--- src/sv/pfa_pkg.sv ---
// shared types and constants of the paging frame allocator
`default_nettype none
package pfa_pkg;
   localparam int MAX_FRAMES = 256;
   localparam int MAX_PROCS  = 64;
   localparam int MAX_PAGES  = 32;
   localparam int FRAME_W    = 8;
   localparam int PID_W      = 7;
   localparam int PIDX_W     = 6;
   localparam int PAGE_W     = 5;
   localparam int PCNT_W     = 6;
   localparam int CNT_W      = 9;
   localparam int SIZE_W     = 16;
   localparam int STAT_W     = 4;
   localparam int DIV_W      = 17;
   localparam int DCNT_W     = 5;

   localparam logic [1:0] OP_DEFINE = 2'd0;
   localparam logic [1:0] OP_ALLOC  = 2'd1;
   localparam logic [1:0] OP_FREE   = 2'd2;
   localparam logic [1:0] OP_READ   = 2'd3;

   localparam logic [STAT_W-1:0] ST_PLACED   = 4'd0;
   localparam logic [STAT_W-1:0] ST_DONE     = 4'd1;
   localparam logic [STAT_W-1:0] ST_NOFRAME  = 4'd2;
   localparam logic [STAT_W-1:0] ST_UNKNOWN  = 4'd3;
   localparam logic [STAT_W-1:0] ST_DEFINED  = 4'd4;
   localparam logic [STAT_W-1:0] ST_TRUNC    = 4'd5;
   localparam logic [STAT_W-1:0] ST_FREED    = 4'd6;
   localparam logic [STAT_W-1:0] ST_READ     = 4'd7;
   localparam logic [STAT_W-1:0] ST_BADINDEX = 4'd8;
   localparam logic [STAT_W-1:0] ST_BADSIZE  = 4'd9;

   typedef enum logic [3:0] {
      S_IDLE, S_DECODE, S_DIV, S_READ, S_ALLOC_LOAD, S_ALLOC_CHK, S_ALLOC_SCAN,
      S_FREE_SCAN, S_EMIT
   } state_type;

   typedef enum logic [2:0] {
      EM_PLACED, EM_DONE, EM_NOFRAME, EM_UNKNOWN, EM_DEFINE, EM_FREED, EM_READ,
      EM_BADSIZE
   } emit_type;

   typedef struct packed {
      logic     load;
      logic     div_start;
      logic     div_step;
      logic     alloc_init;
      logic     load_pages;
      logic     scan_step;
      logic     free_init;
      logic     free_step;
      logic     emit;
      emit_type emit_code;
   } cmd_type;

   typedef struct packed {
      logic [1:0] op;
      logic       pid_ok;
      logic       defined;
      logic       pgsize_zero;
      logic       out_free;
      logic       div_done;
      logic       pages_done;
      logic       scan_end;
      logic       scan_free;
      logic       free_done;
   } status_type;
endpackage
`default_nettype wire

--- src/sv/pfa_ctrl.sv ---
// controller state machine of the frame allocator
`default_nettype none
module pfa_ctrl (
   input  wire                 clock,
   input  wire                 reset,
   input  wire                 req_valid,
   output logic                req_ready,
   input  pfa_pkg::status_type stat,
   output pfa_pkg::cmd_type    cmd
);
   import pfa_pkg::*;

   state_type state_ff, state_in;
   emit_type  code_ff, code_in;

   always_ff @(posedge clock) begin
      if (reset) begin
         state_ff <= S_IDLE;
         code_ff  <= EM_UNKNOWN;
      end else begin
         state_ff <= state_in;
         code_ff  <= code_in;
      end
   end

   always_comb begin
      state_in  = state_ff;
      code_in   = code_ff;
      cmd       = '0;
      req_ready = 1'b0;
      unique case (state_ff)
         S_IDLE: begin
            req_ready = 1'b1;
            if (req_valid) begin
               cmd.load = 1'b1;
               state_in = S_DECODE;
            end
         end
         S_DECODE: begin
            if (stat.op == OP_READ) begin
               state_in = S_READ;
            end else if (!stat.pid_ok || (stat.op != OP_DEFINE && !stat.defined)) begin
               code_in  = EM_UNKNOWN;
               state_in = S_EMIT;
            end else if (stat.op == OP_DEFINE) begin
               if (stat.pgsize_zero) begin
                  code_in  = EM_BADSIZE;
                  state_in = S_EMIT;
               end else begin
                  cmd.div_start = 1'b1;
                  state_in      = S_DIV;
               end
            end else if (stat.op == OP_ALLOC) begin
               cmd.alloc_init = 1'b1;
               state_in       = S_ALLOC_LOAD;
            end else begin
               cmd.free_init = 1'b1;
               state_in      = S_FREE_SCAN;
            end
         end
         S_DIV: begin
            if (stat.div_done) begin
               code_in  = EM_DEFINE;
               state_in = S_EMIT;
            end else begin
               cmd.div_step = 1'b1;
            end
         end
         S_READ: begin
            code_in  = EM_READ;
            state_in = S_EMIT;
         end
         S_ALLOC_LOAD: begin
            cmd.load_pages = 1'b1;
            state_in       = S_ALLOC_CHK;
         end
         S_ALLOC_CHK: begin
            if (stat.pages_done) begin
               code_in  = EM_DONE;
               state_in = S_EMIT;
            end else begin
               state_in = S_ALLOC_SCAN;
            end
         end
         S_ALLOC_SCAN: begin
            if (stat.scan_end) begin
               code_in  = EM_NOFRAME;
               state_in = S_EMIT;
            end else if (!stat.scan_free) begin
               cmd.scan_step = 1'b1;
            end else if (stat.out_free) begin
               // place one page and show its beat
               cmd.emit      = 1'b1;
               cmd.emit_code = EM_PLACED;
               state_in      = S_ALLOC_CHK;
            end
         end
         S_FREE_SCAN: begin
            if (stat.free_done) begin
               code_in  = EM_FREED;
               state_in = S_EMIT;
            end else begin
               cmd.free_step = 1'b1;
            end
         end
         S_EMIT: begin
            if (stat.out_free) begin
               cmd.emit      = 1'b1;
               cmd.emit_code = code_ff;
               state_in      = S_IDLE;
            end
         end
         default: state_in = S_IDLE;
      endcase
   end
endmodule
`default_nettype wire

--- config.mk ---
export PLATFORM = sky130hd
export DESIGN_NAME = pfa_ctrl
export DESIGN_NICKNAME = d
export VERILOG_FILES = /design/src/sv/pfa_pkg.sv /design/src/sv/pfa_ctrl.sv
export SDC_FILE = /design/constraint.sdc
export NUM_CORES = 1
export LEC_CHECK = 0
export BUFFER_PORTS_ARGS = -buffer_cell sky130_fd_sc_hd__buf_2
export CAP_MARGIN = 0
export CELL_PAD_IN_SITES_DETAIL_PLACEMENT = 0
export CELL_PAD_IN_SITES_GLOBAL_PLACEMENT = 1
export CORE_MARGIN = 8
export CORE_UTILIZATION = 31
export DETAILED_ROUTE_END_ITERATION = 6
export PLACE_DENSITY = 0.84
export SLEW_MARGIN = 10
export SYNTH_ARGS = -nofsm -noshare
export SYNTH_HDL_FRONTEND = slang
export SYNTH_SLANG_ARGS = --single-unit
--- constraint.sdc ---
create_clock -name clock -period 1.5 [get_ports clock]
set_clock_uncertainty 0.1 [all_clocks]
set_input_delay 0.15 -clock clock [delete_from_list [all_inputs] [get_ports clock]]
set_output_delay 0.15 -clock clock [all_outputs]
set_load 0.05 [all_outputs]
==> summary.md <==
| Metric | Value |
|---|---|
| Outcome | finished with violations |
| Failing checks | setup timing |
| Grt ovf | 0 |
| CP max FO | 6 |
| Leak | 0.0006297 uW |
| Yosys warns | 0 |
| Final min period | about 1.8 ns |
| Yosys top cell area share | 18.27% |
| CP Cell Sequence | nor4bb_4 > a21oi_2 > nor3b_4 > buf_6 |
| Synth unique cells | 39 |
| Initial core utilization | a little under a third |
| Hold path endpoint | state_ff[3]$_SDFFE_PP0P_ |
| Final RePlAce weighted congestion | around 0.81 |
| Setup TNS | -3.297 ns |
| Flop2flop setup slack | -0.18 ns |
| RSZ-0062 raised after global routing | yes |
| Insertion delay to the later sink of the worst-skew pair | roughly 0.26 ns |
| Asr flop ratio synth | 0% |
| Yosys top cell by area | dfxtp_1 |
| Worst Path Arrival | 1.51 ns |
| Fraction of layout cells with a size suffix above 1 | ~63% |
| Hold Path Depth | 2 |
| Slowest-stage cell, CP | dfxtp_4 |
| Die Wd | 65.74 um |
| Die height | 65.74 um |
| Antenna Nets Post-Route | 0 |
| Mean post-synth cell area | between 7 and 8 sq um |
| Pwr dens | 862.0 nW/um^2 |
| CP Class | reg2out |
| Total CTS buffers | 3 |
| Core area | roughly 2400 sq um |
| I/O Buffers | 26 |
| Global Route Usage Sum | a little under an eighth |
| Area added between synthesis and finish | 88.42% |
| CP Buf/Inv Count | 1 |
| Most common cell in the netlist | nor2_1 |
| CP peak stage delay | about 0.40 ns |
| Die ar. | about 4300 sq um |
| Tightest Pin Transition | about 0.32 ns |
| Hold_ws | between 0.09 and 0.1 ns |
| Via count | between 900 and 1000 |
| Drt first pass iters | 2 |
| CTS sink cnt | 7 |
| Total power | 1246 uW |
| Setup violations, final | 20 |
| Setup ws final | -0.2596 ns |
| Min-Delay Path Class | in2reg |
| Setup crit start kind | flip-flop |
| H-tree depth | 1 |
| Post-Route Utilization | around three fifths |
| Final Hold Fails | 0 |
| Fill count | between 200 and 250 |
| ANT cells | 0 |
| First-pass GRT wire length | around 4200 um |
| Vias in the first global route | 979 |
| F_max | approximately 570 MHz |
| Main area contributors after synthesis | dfxtp_1 (18%), buf_6 (5.9%), nand2b_1 (5.7%) |
| Max-slew violation count | 0 |
| CP top delay family | simple AND/OR/NAND/NOR gates |
| Hold Startpoint | reset |
| Final worst path period share | 117.3% |
| Final HPWL DP | about 2000 um |
| Max-cap violations | 0 |
| CP endpoint kind | output port |
| Peak supply drop | 860.3 uV |
| Net Count, Synth | about 110 |
| Ys flop type | dfxtp_1 |
| Number of synthesized flops with an enable pin | 0 |
| Row cnt | 18 |
| Critical R2R Launch | state_ff[2]$_SDFFE_PP0P_ |
| Yosys reg bits | 7 |
| CTS tree | done |
| Avg WL per Cell | around 14 um |
| Reg-to-reg critical path endpoint | state_ff[2]$_SDFFE_PP0P_ |
| Num ports | 27 |
| Pin count of the biggest net entering global routing | 13 |
| Max Buffers Root-to-Sink | 2 |
| Worst path required time | approximately 1.3 ns |
| Mapped Area | about 770 sq um |
| Number of remaining DRC errors | 0 |
| Root Buffer | clkbuf_4 |
| Vias/cell | between 5 and 6 |
| Post-synth top cells | nor2_1 (9), a21oi_1 (8), dfxtp_1 (7), nand2b_1 (7), o21ai_0 (6) |
| Routed WL | 2561 um |
| Mapped Cells | 97 |
| Initial drt markers | 45 |
| Post-synthesis sequential area ratio | between 10% and 20% |
| Final nets | about 170 |
| Max-slew headroom | between 70% and 80% |
| Initial antenna violation count | 0 |
| Reg2Reg Depth | 7 |
| Reg clk slew, reported paths | 0.06 ns |
| Post-place setup slack | -0.2006 ns |
worst register-to-register path, stage by stage (launching register included):
cell and delay (ns):
dfxtp_2 0.34, buf_6 0.13, buf_4 0.12, buf_4 0.11, nand2b_4 0.06, nor4_4 0.18, nand4b_1 0.22, mux2_4 0.31
area by class of cell:
cell class / count / area (sq um) / area share (%)
multi-input combinational: 78 / 726.9 / 50.30
timing repair buffer: 60 / 496.7 / 34.37
sequential: 7 / 150.1 / 10.39
tap: 30 / 37.54 / 2.597
clock buffer: 4 / 26.28 / 1.818
inverter: 2 / 7.507 / 0.5195
per-layer routing:
metal | share of wire [%] | global-route usage, %
met4 | 1.6 | 4.632
met5 | 0 | 0
met3 | 8.3 | 4.252
met2 | 51 | 22.41
met1 | 39 | 11.48
registers in the layout (all words and copies together) (netlist names):
signal	count
state_ff	4
code_ff	3
cells by family after synthesis:
logic type             after synthesis  share of synthesized area, %
AO/OA/AOI/OAI                       24                         21.53
XOR/XNOR                             2                         2.284
buffers and inverters               12                         11.25
flip-flops                           7                         18.27
multiplexers                         4                         5.383
AND/OR/NAND/NOR                     48                         41.27
cells in the final DEF (no fill, tap or decap), types with 2 or more instances in the layout:
master    count
inv_1         2
buf_4        29
xor2_1        2
dfxtp_2       2
a21oi_2       3
nor2_1        9
nand2_1       3
dfxtp_1       3
nor3b_4       4
buf_6        15
buf_2        13
clkbuf_4      3
o21ai_1       2
nand2b_4      2
dfxtp_4       2
o21ai_0       5
nor2b_1       3
and3_4        3
a21oi_1       5
mux2i_1       3
nand2b_1      5
buf_8         3
nor4_4        3
power by group:
part	internal (uW)	switching (uW)	total [uW]
registers	211	34.4	246
logic	422	401	823
clock network	102	75.0	177
what timing repair did:
action                                  4_1_cts  5_1_grt
endpoints found under the setup margin       20       20
resized for setup                            31       19
setup buffers                                 4        2
hold buffers                                  0        0
pin swaps                                     8        7
per-stage QoR:
| stage | instance area (sq um) | instances |
|---|---|---|
| 2_1_floorplan | 913.4 | 97 |
| 3_3_place_gp | 1204 | 171 |
| 3_5_place_dp | 1204 | 171 |
| 4_1_cts | 1369 | 179 |
| 5_1_grt | 1445 | 181 |
| 6_report | 1445 | 181 |
how the worst max path moves through the flow:
| stage | endpoint | cells after the start | startpoint |
|---|---|---|---|
| after floorplan | state_ff[2]$_SDFFE_PP0P_ | 5 | state_ff[0]$_SDFFE_PP0P_ |
| after global placement | cmd[8] | 5 | state_ff[2]$_SDFFE_PP0P_ |
| after detailed placement | cmd[8] | 5 | state_ff[2]$_SDFFE_PP0P_ |
| after CTS | cmd[3] | 6 | state_ff[2]$_SDFFE_PP0P_ |
| after global routing | cmd[3] | 4 | state_ff[1]$_SDFFE_PP0P_ |
| final | cmd[3] | 4 | state_ff[1]$_SDFFE_PP0P_ |
Power figures use the tool's default switching activity.
